==> config.mk <==
export PLATFORM = sky130hd
export DESIGN_NAME = pop3_command_line_parser_flat
export DESIGN_NICKNAME = d
export VERILOG_FILES = /design/src/rtl/pop3p_pkg.sv /design/src/rtl/pop3p_in_if.sv /design/src/rtl/pop3p_out_if.sv /design/src/rtl/pop3p_fsm.sv /design/src/rtl/pop3_command_line_parser.sv /design/src/flat_wrapper.sv
export SDC_FILE = /design/constraint.sdc
export NUM_CORES = 1
export LEC_CHECK = 0
export BUFFER_PORTS_ARGS = -buffer_cell sky130_fd_sc_hd__buf_2
export CAP_MARGIN = 5
export CELL_PAD_IN_SITES_DETAIL_PLACEMENT = 1
export CELL_PAD_IN_SITES_GLOBAL_PLACEMENT = 1
export CORE_MARGIN = 10
export CORE_UTILIZATION = 30
export DETAILED_ROUTE_END_ITERATION = 8
export PLACE_DENSITY = 0.56
export SETUP_SLACK_MARGIN = 0.4
export SYNTH_ARGS = -nofsm -noshare
export SYNTH_HDL_FRONTEND = slang
export SYNTH_SLANG_ARGS = --single-unit
==> constraint.sdc <==
create_clock -name clk -period 3.7 [get_ports clk]
set_input_delay 0 -clock clk [delete_from_list [all_inputs] [get_ports clk]]
set_output_delay 0 -clock clk [all_outputs]
set_load 0.05 [all_outputs]
==> src/rtl/pop3p_pkg.sv <==
package pop3p_pkg;

	// Character codes used by the line recognizer.
	localparam logic [7:0] CH_LOWER_A  = 8'h61;
	localparam logic [7:0] CH_LOWER_Z  = 8'h7A;
	localparam logic [7:0] CH_PRINT_LO = 8'h21;
	localparam logic [7:0] CH_PRINT_HI = 8'h7E;
	localparam logic [7:0] CH_SPACE    = 8'h20;
	localparam logic [7:0] CH_CR       = 8'h0D;
	localparam logic [7:0] CH_LF       = 8'h0A;

	// Number of command bytes visible in the command word.
	localparam int unsigned CMD_SLOTS = 4;

	typedef enum logic [3:0] {
		ST_START   = 4'd0,
		ST_C1      = 4'd1,
		ST_C2      = 4'd2,
		ST_C3      = 4'd3,
		ST_C4      = 4'd4,
		ST_ARG     = 4'd5,
		ST_CR_SEEN = 4'd6,
		ST_END     = 4'd7,
		ST_ERR     = 4'd8
	} line_state_t;

	typedef enum logic [1:0] {
		STAT_READING  = 2'd0,
		STAT_ERROR    = 2'd1,
		STAT_FINISHED = 2'd2
	} stat_t;

	// Result of one byte, as handed from the recognizer to the output register.
	typedef struct packed {
		stat_t        status;
		logic [31:0]  command_word;
		logic [2:0]   command_count;
		logic         arg_valid;
		logic [7:0]   arg_byte;
		logic [5:0]   arg_position;
		logic [6:0]   arg_count;
	} result_t;

endpackage

==> src/rtl/pop3p_in_if.sv <==
interface pop3p_in_if;
	logic       valid;
	logic       ready;
	logic       restart;
	logic [7:0] in_byte;

	modport source (output valid, output restart, output in_byte, input ready);
	modport sink (input valid, input restart, input in_byte, output ready);
endinterface

==> src/rtl/pop3p_out_if.sv <==
interface pop3p_out_if;
	logic        valid;
	logic        ready;
	logic [1:0]  status;
	logic [31:0] command_word;
	logic [2:0]  command_count;
	logic        arg_valid;
	logic [7:0]  arg_byte;
	logic [5:0]  arg_position;
	logic [6:0]  arg_count;

	modport source (output valid, output status, output command_word, output command_count,
		output arg_valid, output arg_byte, output arg_position, output arg_count,
		input ready);
	modport sink (input valid, input status, input command_word, input command_count,
		input arg_valid, input arg_byte, input arg_position, input arg_count,
		output ready);
endinterface

==> src/rtl/pop3p_fsm.sv <==
module pop3p_fsm #(
	parameter int unsigned CMD_CHARS = 4,
	parameter int unsigned ARG_MAX   = 64
) (
	input  logic               clk,
	input  logic               arst_n,
	input  logic               step,
	input  logic               restart,
	input  logic [7:0]         in_byte,
	output pop3p_pkg::result_t res
);
	import pop3p_pkg::*;

	localparam int unsigned AL_W      = $clog2(ARG_MAX + 1);
	localparam logic [3:0]  CMD_LIMIT = 4'(CMD_CHARS);
	localparam logic [AL_W-1:0] ARG_LIMIT = AL_W'(ARG_MAX);

	line_state_t     state_q;
	logic [31:0]     word_q;
	logic [2:0]      cmd_len_q;
	logic [AL_W-1:0] arg_len_q;

	line_state_t     state_cur;
	line_state_t     state_nxt;
	logic [31:0]     word_cur;
	logic [31:0]     word_nxt;
	logic [2:0]      cmd_len_cur;
	logic [2:0]      cmd_len_nxt;
	logic [AL_W-1:0] arg_len_cur;
	logic [AL_W-1:0] arg_len_nxt;
	logic [31:0]     arg_cur_wide;
	logic [31:0]     arg_nxt_wide;

	logic  is_alpha;
	logic  is_print;
	logic  is_cr;
	logic  is_lf;
	logic  is_blank;
	logic  cmd_room;
	logic  arg_room;
	logic  store_cmd;
	logic  take_arg;
	stat_t status;

	// A restart clears everything before the byte is looked at.
	assign state_cur   = restart ? ST_START : state_q;
	assign word_cur    = restart ? '0 : word_q;
	assign cmd_len_cur = restart ? '0 : cmd_len_q;
	assign arg_len_cur = restart ? '0 : arg_len_q;

	// Byte classes.
	assign is_alpha  = !in_byte[7] && ((in_byte | CH_SPACE) >= CH_LOWER_A)
		&& ((in_byte | CH_SPACE) <= CH_LOWER_Z);
	assign is_print  = (in_byte >= CH_PRINT_LO) && (in_byte <= CH_PRINT_HI);
	assign is_cr     = (in_byte == CH_CR);
	assign is_lf     = (in_byte == CH_LF);
	assign is_blank  = (in_byte == CH_SPACE);
	assign cmd_room  = ({1'b0, cmd_len_cur} < CMD_LIMIT);
	assign arg_room  = (arg_len_cur < ARG_LIMIT);

	// Next state.
	always_comb begin
		case (state_cur)
			ST_START: begin
				state_nxt = is_alpha ? ST_C1 : (is_cr ? ST_CR_SEEN : ST_ERR);
			end
			ST_C1: begin
				state_nxt = is_alpha ? ST_C2 : (is_cr ? ST_CR_SEEN : ST_ERR);
			end
			ST_C2: begin
				state_nxt = is_alpha ? ST_C3 : (is_cr ? ST_CR_SEEN : ST_ERR);
			end
			ST_C3: begin
				state_nxt = is_alpha ? ST_C4 : (is_cr ? ST_CR_SEEN : ST_ERR);
			end
			ST_C4: begin
				state_nxt = is_blank ? ST_ARG : (is_cr ? ST_CR_SEEN : ST_ERR);
			end
			ST_ARG: begin
				state_nxt = is_print ? ST_ARG : (is_cr ? ST_CR_SEEN : ST_ERR);
			end
			ST_CR_SEEN: begin
				state_nxt = is_lf ? ST_END : (is_cr ? ST_CR_SEEN : ST_ERR);
			end
			ST_END: begin
				state_nxt = ST_END;
			end
			default: begin
				state_nxt = is_cr ? ST_CR_SEEN : ST_ERR;
			end
		endcase
	end

	// Status and the two store strobes.
	always_comb begin
		status    = STAT_ERROR;
		store_cmd = 1'b0;
		take_arg  = 1'b0;
		case (state_cur)
			ST_START, ST_C1, ST_C2, ST_C3: begin
				if (is_alpha && cmd_room) begin
					status    = STAT_READING;
					store_cmd = 1'b1;
				end
			end
			ST_C4: begin
				if (is_blank || is_cr) begin
					status = STAT_READING;
				end
			end
			ST_ARG: begin
				if (is_print) begin
					if (arg_room) begin
						status   = STAT_READING;
						take_arg = 1'b1;
					end
				end else if (is_cr) begin
					status = STAT_READING;
				end
			end
			ST_CR_SEEN: begin
				if (is_lf) begin
					status = STAT_FINISHED;
				end
			end
			ST_END: begin
				status = STAT_READING;
			end
			default: begin
				status = STAT_ERROR;
			end
		endcase
	end

	// Command byte goes into the slot given by the current length.
	always_comb begin
		word_nxt = word_cur;
		for (int i = 0; i < CMD_SLOTS; i++) begin
			if (store_cmd && (cmd_len_cur[1:0] == 2'(i))) begin
				word_nxt[8*i +: 8] = in_byte;
			end
		end
	end

	assign cmd_len_nxt  = cmd_len_cur + {2'b00, store_cmd};
	assign arg_len_nxt  = arg_len_cur + AL_W'(take_arg);
	assign arg_cur_wide = 32'(arg_len_cur);
	assign arg_nxt_wide = 32'(arg_len_nxt);

	// Result of this byte, taken after the update.
	always_comb begin
		res.status        = status;
		res.command_word  = word_nxt;
		res.command_count = cmd_len_nxt;
		res.arg_valid     = take_arg;
		res.arg_byte      = take_arg ? in_byte : 8'h00;
		res.arg_position  = take_arg ? arg_cur_wide[5:0] : 6'd0;
		res.arg_count     = arg_nxt_wide[6:0];
	end

	// Parser state advances on every accepted transaction.
	always_ff @(posedge clk or negedge arst_n) begin
		if (!arst_n) begin
			state_q   <= ST_START;
			word_q    <= '0;
			cmd_len_q <= '0;
			arg_len_q <= '0;
		end else if (step) begin
			state_q   <= state_nxt;
			word_q    <= word_nxt;
			cmd_len_q <= cmd_len_nxt;
			arg_len_q <= arg_len_nxt;
		end
	end

endmodule

==> src/rtl/pop3_command_line_parser.sv <==
// Channel      Modport  Payload
// byte_stream  sink     restart, in_byte
// result       source   status, command_word, command_count, arg_valid,
//                       arg_byte, arg_position, arg_count
//
// One byte per cycle unless a held result is not taken; each result appears in the cycle after its byte is taken.
// The state update and the result are computed in the same cycle from the
// incoming byte and the parser registers, then held in one output register.
// A new byte is taken while the held result is being drained; only a result
// that is not taken stalls the input.
// Reset returns the parser to the start state with empty command and argument.
module pop3_command_line_parser #(
	parameter int unsigned CMD_CHARS = 4,
	parameter int unsigned ARG_MAX   = 64
) (
	input logic         clk,
	input logic         arst_n,
	pop3p_in_if.sink    byte_stream,
	pop3p_out_if.source result
);
	import pop3p_pkg::*;

	logic    accept;
	logic    res_valid_q;
	result_t res_q;
	result_t step_res;

	assign byte_stream.ready = !res_valid_q || result.ready;
	assign accept            = byte_stream.valid && byte_stream.ready;

	pop3p_fsm #(
		.CMD_CHARS (CMD_CHARS),
		.ARG_MAX   (ARG_MAX)
	) u_fsm (
		.clk     (clk),
		.arst_n  (arst_n),
		.step    (accept),
		.restart (byte_stream.restart),
		.in_byte (byte_stream.in_byte),
		.res     (step_res)
	);

	// Output register valid flag.
	always_ff @(posedge clk or negedge arst_n) begin
		if (!arst_n) begin
			res_valid_q <= 1'b0;
		end else if (accept) begin
			res_valid_q <= 1'b1;
		end else if (result.ready) begin
			res_valid_q <= 1'b0;
		end
	end

	// Output register payload.
	always_ff @(posedge clk) begin
		if (accept) begin
			res_q <= step_res;
		end
	end

	assign result.valid         = res_valid_q;
	assign result.status        = res_q.status;
	assign result.command_word  = res_q.command_word;
	assign result.command_count = res_q.command_count;
	assign result.arg_valid     = res_q.arg_valid;
	assign result.arg_byte      = res_q.arg_byte;
	assign result.arg_position  = res_q.arg_position;
	assign result.arg_count     = res_q.arg_count;

	// A held result that is not taken must block the next transaction.
	a_no_overwrite: assert property (@(posedge clk) disable iff (!arst_n)
		(res_valid_q && !result.ready) |-> !accept)
		else $error("input accepted while output register is stalled");

	// A captured argument byte is always counted right after its position.
	a_arg_count: assert property (@(posedge clk) disable iff (!arst_n)
		(result.valid && result.arg_valid) |->
		(result.arg_count[5:0] == result.arg_position + 6'd1))
		else $error("argument count does not follow argument position");

	// Argument capture only happens on a byte that reads cleanly.
	a_arg_status: assert property (@(posedge clk) disable iff (!arst_n)
		(result.valid && result.arg_valid) |-> (result.status == STAT_READING))
		else $error("argument byte captured with non-reading status");

	// At most four command letters are ever stored.
	a_cmd_count: assert property (@(posedge clk) disable iff (!arst_n)
		result.valid |-> (result.command_count <= 3'd4))
		else $error("command count out of range");

	// An accepted byte always produces a result in the next cycle.
	a_result_follows: assert property (@(posedge clk) disable iff (!arst_n)
		accept |=> res_valid_q)
		else $error("accepted byte produced no result");

endmodule
==> src/flat_wrapper.sv <==
// flat-port wrapper written by rule: the top's interface ports become plain ports
module pop3_command_line_parser_flat import pop3p_pkg::*;
#(
	parameter int unsigned CMD_CHARS = 4,
	parameter int unsigned ARG_MAX   = 64
)
  (clk, arst_n, byte_stream_valid, byte_stream_restart, byte_stream_in_byte, byte_stream_ready, result_valid, result_status, result_command_word, result_command_count, result_arg_valid, result_arg_byte, result_arg_position, result_arg_count, result_ready);
  pop3p_in_if byte_stream_i ();
  pop3p_out_if result_i ();
  input logic clk;
  input logic arst_n;
  input wire logic [$bits(byte_stream_i.valid)-1:0] byte_stream_valid;
  input wire logic [$bits(byte_stream_i.restart)-1:0] byte_stream_restart;
  input wire logic [$bits(byte_stream_i.in_byte)-1:0] byte_stream_in_byte;
  output wire logic [$bits(byte_stream_i.ready)-1:0] byte_stream_ready;
  output wire logic [$bits(result_i.valid)-1:0] result_valid;
  output wire logic [$bits(result_i.status)-1:0] result_status;
  output wire logic [$bits(result_i.command_word)-1:0] result_command_word;
  output wire logic [$bits(result_i.command_count)-1:0] result_command_count;
  output wire logic [$bits(result_i.arg_valid)-1:0] result_arg_valid;
  output wire logic [$bits(result_i.arg_byte)-1:0] result_arg_byte;
  output wire logic [$bits(result_i.arg_position)-1:0] result_arg_position;
  output wire logic [$bits(result_i.arg_count)-1:0] result_arg_count;
  input wire logic [$bits(result_i.ready)-1:0] result_ready;
  assign byte_stream_i.valid = byte_stream_valid;
  assign byte_stream_i.restart = byte_stream_restart;
  assign byte_stream_i.in_byte = byte_stream_in_byte;
  assign byte_stream_ready = byte_stream_i.ready;
  assign result_valid = result_i.valid;
  assign result_status = result_i.status;
  assign result_command_word = result_i.command_word;
  assign result_command_count = result_i.command_count;
  assign result_arg_valid = result_i.arg_valid;
  assign result_arg_byte = result_i.arg_byte;
  assign result_arg_position = result_i.arg_position;
  assign result_arg_count = result_i.arg_count;
  assign result_i.ready = result_ready;
  pop3_command_line_parser #(.CMD_CHARS(CMD_CHARS), .ARG_MAX(ARG_MAX)) u_core (.clk(clk), .arst_n(arst_n), .byte_stream(byte_stream_i), .result(result_i));
endmodule
[Yosys cells after proc, flatten, opt, wreduce, memory -nomap -nowiden]
Cells that the tools add are included.
Operators by class
  add/sub/neg operators: 2
  magnitude comparators: 6
  eq/ne operators: 13
  muxes and demuxes: 31
  reductions and logical operators: 17
Operators by type and width (number)
  two-way mux 4 bit: 9
  two-way mux 32 bit: 1
  two-way mux 8 bit: 4
  case mux 4 bit (8 select lines): 1
  equality test 4 x 3 -> 1 bit (second input constant): 4
  equality test 8 x 4 -> 1 bit (second input constant): 2
  less-or-equal comparator 8 x 7 -> 1 bit (second input constant): 2
  two-way mux 1 bit: 11
  case mux 2 bit (5 select lines): 1
  logical AND 1 bit: 9
  equality test 4 x 2 -> 1 bit (second input constant): 2
  equality test 8 x 6 -> 1 bit (second input constant): 1
  greater-or-equal comparator 8 x 6 -> 1 bit (second input constant): 1
  greater-or-equal comparator 8 x 7 -> 1 bit (second input constant): 1
  adder 7 x 1 -> 7 bit: 1
  less-than comparator 7 bit (second input constant): 1
  two-way mux 7 bit: 1
  equality test 2 bit (second input constant): 2
  equality test 4 x 1 -> 1 bit (second input constant): 1
  zero test 4 bit: 1
  two-way mux 2 bit: 2
  OR reduction 4 bit: 1
  adder 3 x 1 -> 3 bit: 1
  less-than comparator 3 bit (second input constant): 1
  6 further kinds: 8
Word-level totals
  register bits: 106
  output and inout bits: 61

[Logic depth before layout (Yosys ltp)]
Gate-level depths: netlist of the first run.
  depth in word-level cells: 8
  depth in mapped cells: 13
  depth with buffers taken out: 11

[Hierarchy]
Synthesis of the first run repeated with hierarchy kept, for this count alone.
Second synthesis, totals
  cell total of the unflattened synthesis: 387
  area total of the unflattened synthesis: 4742.0 sq um
By module, submodules not included
  pop3p_fsm: instances 1, cells an instance 324, area each 2916.5 sq um, sequential area each 1151.1 sq um
  pop3_command_line_parser: instances 1, cells an instance 63, area each 1825.5 sq um, sequential area each 1796.7 sq um

[Worst setup path before layout of the first run]
OpenSTA, ideal clock, no wires.
  path type: reg2reg
  from: register u_core.res_valid_q (netlist: u_core.result.valid)
  to: register u_core.res_q, in the netlist u_core.result.arg_byte[0] (enable)
  setup time: 0.446 ns
  data arrival time: 3.267 ns
  setup slack: -0.013 ns
  cell stages (with the launch flop): 5
  buffers on the path: 1
  path through: dfrtp_1 nand2b_1 nand2_1 clkinv_1 clkbuf_1
On the way
  longest elaborated chain between the ends: 3
Ends and longest elaborated chain
  from (decl): line pop3_command_line_parser.sv:24  | logic res_valid_q;
  from (signal assigned): line pop3_command_line_parser.sv:46  | res_valid_q <= 1'b0;
  from (signal assigned): line pop3_command_line_parser.sv:48  | res_valid_q <= 1'b1;
  from (signal assigned): line pop3_command_line_parser.sv:50  | res_valid_q <= 1'b0;
  zero test 1 bit: line pop3_command_line_parser.sv:28  | assign byte_stream.ready = !res_valid_q || result.ready;
  logical OR 1 bit: line pop3_command_line_parser.sv:28
  via byte_stream_ready: line flat_wrapper.sv:15  | output wire logic [$bits(byte_stream_i.ready)-1:0] byte_stream_ready;
  logical AND 1 bit: line pop3_command_line_parser.sv:29  | assign accept = byte_stream.valid && byte_stream.ready;
  via u_core.accept: line pop3_command_line_parser.sv:23  | logic accept;
  to (signal assigned): line pop3_command_line_parser.sv:57  | res_q <= step_res;
  to (decl): line pop3_command_line_parser.sv:25  | result_t res_q;
The timed path passes the listed nets, and every way through them passes these cells.
A chain may end at the register's enable or synchronous reset.

==> flow_summary.ini, run 1 <==
[timing]
min_period_over_period_pct = 71.19
period_minus_slack_ps = 2634
setup_violations = 0
drv_slew = 0
holdWs_ps = 73.06
relSlewSlack_pct = 52.82
setup_tns_ps = 0
max_freq_ghz = 0.3796
hold_viol = 0
rsz0062_at_grt = no
setup_ws_ps = 1066
fin_skew_ps = 10.92
tightest_slew_ps = 701.8

[cells_and_area]
final_core_util_pct = 36.58
fillers = 1679
drive_gt1_share_pct = 23.05
syn_to_final_growth_pct = 19.23
layout.nets = 498

[cts]
cts_root_buf = clkbuf_16
numClockSinks = 106
worst_skew_pair.late_latency_ps = 350
cts_tree = done
clock_path_buffers = 2
post_cts_buffers = 0
numCtsBuffers = 9
cts-htree-levels = 3
clk_pin_slew_ps = 70

[critical_path]
r2r-start = u_core.u_fsm.state_q[3]
slowest_delay_ps = 550
worstPathCellList = nor2_1 > and3_1 > and2_1 > ha_1 > ha_1 > nand3_1 > xor2_1 > nor2_1
critical_path.endpoint_type = register
critical_path_class = reg2reg
crit_path_max_fanout = 16
required_ps = 3790
timing.critical_path.from_type = register
cpMaxStageDelayCell = and3_1
cp-startpoint = u_core.u_fsm.state_q[3]
critical_path_arrival_ps = 2730

[synthesis]
synthesis.nets = 427
synth_edf_count = 59
ys_types = 49
ys_top_cells_by_count = 82 x nand2_1, 59 x edfxtp_1, 47 x dfrtp_1
netlist_area_um2 = 4664
ys_seq_area_share_pct = 63.20
synth.most_common_cell = nand2_1
syn_inst = 410
yosys.area.top_type_share_pct = 37.98
synth-warning-count = 0
synthArstFlopShare_pct = 44.34
synthTopCellsByArea = edfxtp_1 38%, dfrtp_1 25%, nand2_1 6.6%
ys.flop_type = edfxtp_1
synth_seq_cells = 106
synth_top_area_cell = edfxtp_1
syn_avg_cell_area_um2 = 11.38

[die]
io_pins = 74
die_width_um = 144.7
coreArea_um2 = 15200
die-area_um2 = 20940
start_util_pct = 30.68
num_rows = 45
fp.dieH_um = 144.7

[pwr]
comb_power_share_pct = 13.3
p_int_uw = 1884
p_leak_uw = 0.002416
ir_drop_mv = 0.2010
p_sw_share_pct = 28.08
netSwitchingPower_uw = 735.7
powerDensity_nw_per_um2 = 471.0
p_clk_share_pct = 35.5
total_power_uw = 2620
p_seq_share_pct = 51.2

[grt]
grt_pass1_vias = 3508
grt_pass1_wl_um = 20160
grt_overflow_total = 0
grt_use_total_pct = 12.56
grt_antenna_before_repair = 0
grt_max_degree = 48

[drt]
wl_per_cell_um = 19.01
drtIter0Drc = 346
route.detailed.drc = 0
wirelength_um = 12830
drtPass1Iterations = 4
vias = 3406
vias_per_cell = 5.046
drtAntennaViolNets = 0

[run_status]
status = complete, no violations

[placement]
hpwl_um = 8712
dpl_worst_slack_ps = 1105
globalplace.congestion = 0.8371
io_buffers = 73

[run]
maxCapViolCount = 0

[min_path]
worstHoldPathType = in2reg
worstHoldStart = byte_stream_restart
-- worst paths after layout --
kind                                                   end  slack [ps]  cells after the start
worst max-delay path            u_core.result.arg_count[6]        1070                      8
worst min-delay path               u_core.u_fsm.state_q[2]          70                      4
worst max register to register  u_core.result.arg_count[6]        1070                      8
worst min register to register     u_core.u_fsm.word_q[23]         480                      1
max in group asynchronous        u_core.u_fsm.arg_len_q[4]        2960                      3
min in group asynchronous           u_core.u_fsm.word_q[7]         290                      3
-- power groups by stage --
| stage | Clock [uW] | Combinational, uW | Sequential (uW) |
|---|---|---|---|
| 2_1_floorplan | 0 | 138 | 1470 |
| 3_3_place_gp | 0 | 345 | 1360 |
| 3_5_place_dp | 0 | 350 | 1370 |
| 4_1_cts | 964 | 354 | 1340 |
| 5_1_grt | 1010 | 376 | 1350 |
| 6_report | 930 | 347 | 1340 |
-- registers in the layout (all words and copies together) (netlist names) --
register                     flops
u_core.result.command_word      32
u_core.u_fsm.arg_len_q           7
u_core.result.arg_valid          1
u_core.u_fsm.word_q             32
u_core.result.status             2
u_core.u_fsm.state_q             4
u_core.result.arg_byte           8
u_core.u_fsm.cmd_len_q           3
u_core.result.arg_count          7
u_core.result.command_count      3
u_core.result.arg_position       6
u_core.result.valid              1
-- what timing repair did --
item,in CTS,in global routing
endpoints found under the hold margin,48,0
hold buffers,3,0
resized for setup,0,0
-- layer usage --
layer | wire (um) | track usage, %
met1 | 6099 | 16.98
met2 | 5870 | 18.63
met3 | 699 | 3.814
met4 | 164 | 4.362
met5 | 0 | 0
-- critical path: cells and delay by family (launching register included) --
family                   cells  cell delay, ps
XOR/XNOR                     1             200
adder cells (fa/ha/maj)      2             430
flip-flops                   1             470
AND/OR/NAND/NOR              5            1270
-- cell type report --
class                      count  area (um^2)  area share (%)
inverter                       4        15.01          0.2700
antenna                        1        2.502         0.04499
tap                          188        235.2           4.229
clock inverter                 4        23.77          0.4274
multi-input combinational    272         1594           28.66
sequential                   106         2948           53.00
clock buffer                  12        257.7           4.634
timing repair buffer          88        485.5           8.729
-- stage by stage --
stage                     area [um^2]  std cells
after floorplan                  4666        410
after global placement           5248        655
after detailed placement         5248        655
after CTS                        5559        674
after global routing             5559        674
final                            5562        675
-- cells by family (layout without fill, tap and decap cells) --
| logic type | count (synthesis) | count (layout) | synth area share, % |
|---|---|---|---|
| other | 1 | 2 | 0.08039 |
| XOR/XNOR | 6 | 6 | 1.127 |
| AND/OR/NAND/NOR | 168 | 168 | 17.92 |
| buffers and inverters | 32 | 108 | 2.629 |
| flip-flops | 106 | 106 | 63.20 |
| AO/OA/AOI/OAI | 93 | 93 | 13.98 |
| adder cells (fa/ha/maj) | 4 | 4 | 1.073 |
-- cell usage in the layout, fill, tap and decap left out, types with 3 or more instances in the layout --
cell type      instances
a21o_1                 8
nor3b_1                4
nor2b_1                8
edfxtp_1              59
nor2_1                14
o21ai_2                4
a31oi_1                5
or3_1                  3
dlygate4sd3_1          3
buf_4                 12
ha_1                   4
nand2b_1               3
dfrtp_1               47
buf_2                 73
inv_1                  3
nor4_2                 3
and2_1                 5
and3_1                15
a21oi_1                7
nand2_1               82
clkbuf_16             10
nor3_1                10
xor2_1                 5
nand3_1                9
a22o_1                24
o21ai_0               31
No activity file was read; power rests on OpenSTA's default activity.
==> run 2, diff against run 1 <==
PLACE_DENSITY = 0.58   (was 0.56)
clock period = 2.3 ns   (was 3.7 ns; I/O delays follow)
==> flow_summary.ini, run 2 (same netlist as run 1, synthesis figures left out) <==
[run_status]
status = complete, no violations

[timing]
period_minus_slack_ps = 1958
drv_slew = 0
hold_viol = 0
relSlewSlack_pct = 57.62
setup_tns_ps = 0
max_freq_ghz = 0.5107
tightest_slew_ps = 635.7
fin_skew_ps = 8.110
rsz0062_at_grt = yes
setup_violations = 0
holdWs_ps = 77.94
min_period_over_period_pct = 85.13

[cts]
numCtsBuffers = 9
worst_skew_pair.late_latency_ps = 360
numClockSinks = 106
cts_tree = done
clock_path_buffers = 2
cts-htree-levels = 3
clk_pin_slew_ps = 70
cts_root_buf = clkbuf_16

[drt]
vias_per_cell = 5.016
wirelength_um = 13220
vias = 3536
drtAntennaViolNets = 0
wl_per_cell_um = 18.75
route.detailed.drc = 0
drtPass1Iterations = 4
drtIter0Drc = 250

[grt]
grt_max_degree = 47
grt_util_met2_pct = 20.49
grt_pass1_wl_um = 20910
grt_pass1_vias = 3704
grt.met1_usage_pct = 16.99
busiest_layer = met2
grt_antenna_before_repair = 0
grt_use_total_pct = 13.10
grt_use_met3_pct = 3.422
grt_overflow_total = 0

[pwr]
p_clk_share_pct = 35.6
p_sw_share_pct = 27.66
comb_power_share_pct = 15.6
p_int_uw = 3165
total_power_uw = 4376
powerDensity_nw_per_um2 = 732.5
p_seq_share_pct = 48.9
ir_drop_mv = 0.3589
netSwitchingPower_uw = 1210
p_leak_uw = 0.002596

[placement]
globalplace.congestion = 0.8346
hpwl_um = 9155
dp.cells = 673
io_buffers = 73

[die]
die-area_um2 = 20940
num_rows = 45
coreArea_um2 = 15200
start_util_pct = 30.68
fp.dieH_um = 144.7
io_pins = 74
die_width_um = 144.7

[cells_and_area]
syn_to_final_growth_pct = 28.06
stdcell_count = 705
drive_gt1_share_pct = 31.72
antenna_cells = 0
final_common_cell = nand2_1
final_cell_mix = 82 x nand2_1, 73 x buf_2, 59 x edfxtp_1
layout.nets = 529

[critical_path]
critPathTopFamily = simple AND/OR/NAND/NOR gates
critical_path_arrival_ps = 2050
timing.critical_path.from_type = register
critical_path_class = reg2reg
slowest_delay_ps = 650
required_ps = 2400
worstPathCellList = or4b_2 > a21boi_1 > o21ai_1 > a21oi_2 > nand3_1
cpMaxStageDelayCell = or4b_2
path_buf_inv = 0
crit_path_max_fanout = 3
critical_path.endpoint_type = register

[min_path]
worstHoldPathType = in2reg

[run]
maxCapViolCount = 0
[run 2: timing repair]
item / in CTS / in global routing
pin swaps: 3 / 3
buffers inserted: 6 / 6
resized for setup: 8 / 8
endpoints found under the hold margin: 48 / 0
hold buffers: 4 / 0
setup endpoints to repair: 43 / 51
[run 2: area by class of cell]
type,instances,area (um^2)
Clock inverter,5,52.55
Timing Repair Buffer,119,733.2
Clock buffer,11,242.7
Tap cell,188,235.2
Sequential cell,106,2950
Fill cell,1703,9229
Multi-Input combinational cell,272,1744
Inverter,4,15.01
[run 2: metal layers]
| layer | part of all wire, % | vias to the layer above |
|---|---|---|
| li1 | - | 1679 |
| met1 | 47 | 1775 |
| met2 | 46 | 71 |
| met3 | 5.0 | 11 |
| met4 | 1.4 | 0 |
| met5 | 0 | - |
[run 2: worst paths after layout]
check	startpoint	end	slack (ps)	cells after the start
max in group asynchronous	arst_n	u_core.u_fsm.state_q[0]	1520	3
setup reg to reg	u_core.u_fsm.state_q[1]	u_core.result.status[0]	340	5
min in group asynchronous	arst_n	u_core.u_fsm.word_q[7]	300	3
hold reg to reg	u_core.u_fsm.word_q[30]	u_core.u_fsm.word_q[30]	480	1
setup / recovery	u_core.u_fsm.state_q[1]	u_core.result.status[0]	340	5
hold / removal	byte_stream_in_byte[1]	u_core.u_fsm.word_q[1]	80	2
[run 2: per-stage QoR]
step           instance area [um^2]  worst slack (ps)  util, %
2_1_floorplan                  4798             280.1        -
3_3_place_gp                   5484             256.3    36.07
3_5_place_dp                   5484             222.1    36.07
4_1_cts                        5897             322.2    38.79
5_1_grt                        5973             250.2    39.29
6_report                       5973             342.0    39.29
[run 2: power groups by stage]
| stage | clock network, uW | registers (uW) | logic, uW |
|---|---|---|---|
| after floorplan | 0 | 2360 | 245 |
| after global placement | 0 | 2180 | 630 |
| after detailed placement | 0 | 2180 | 635 |
| after CTS | 1610 | 2140 | 677 |
| after global routing | 1680 | 2150 | 731 |
| final | 1560 | 2140 | 681 |
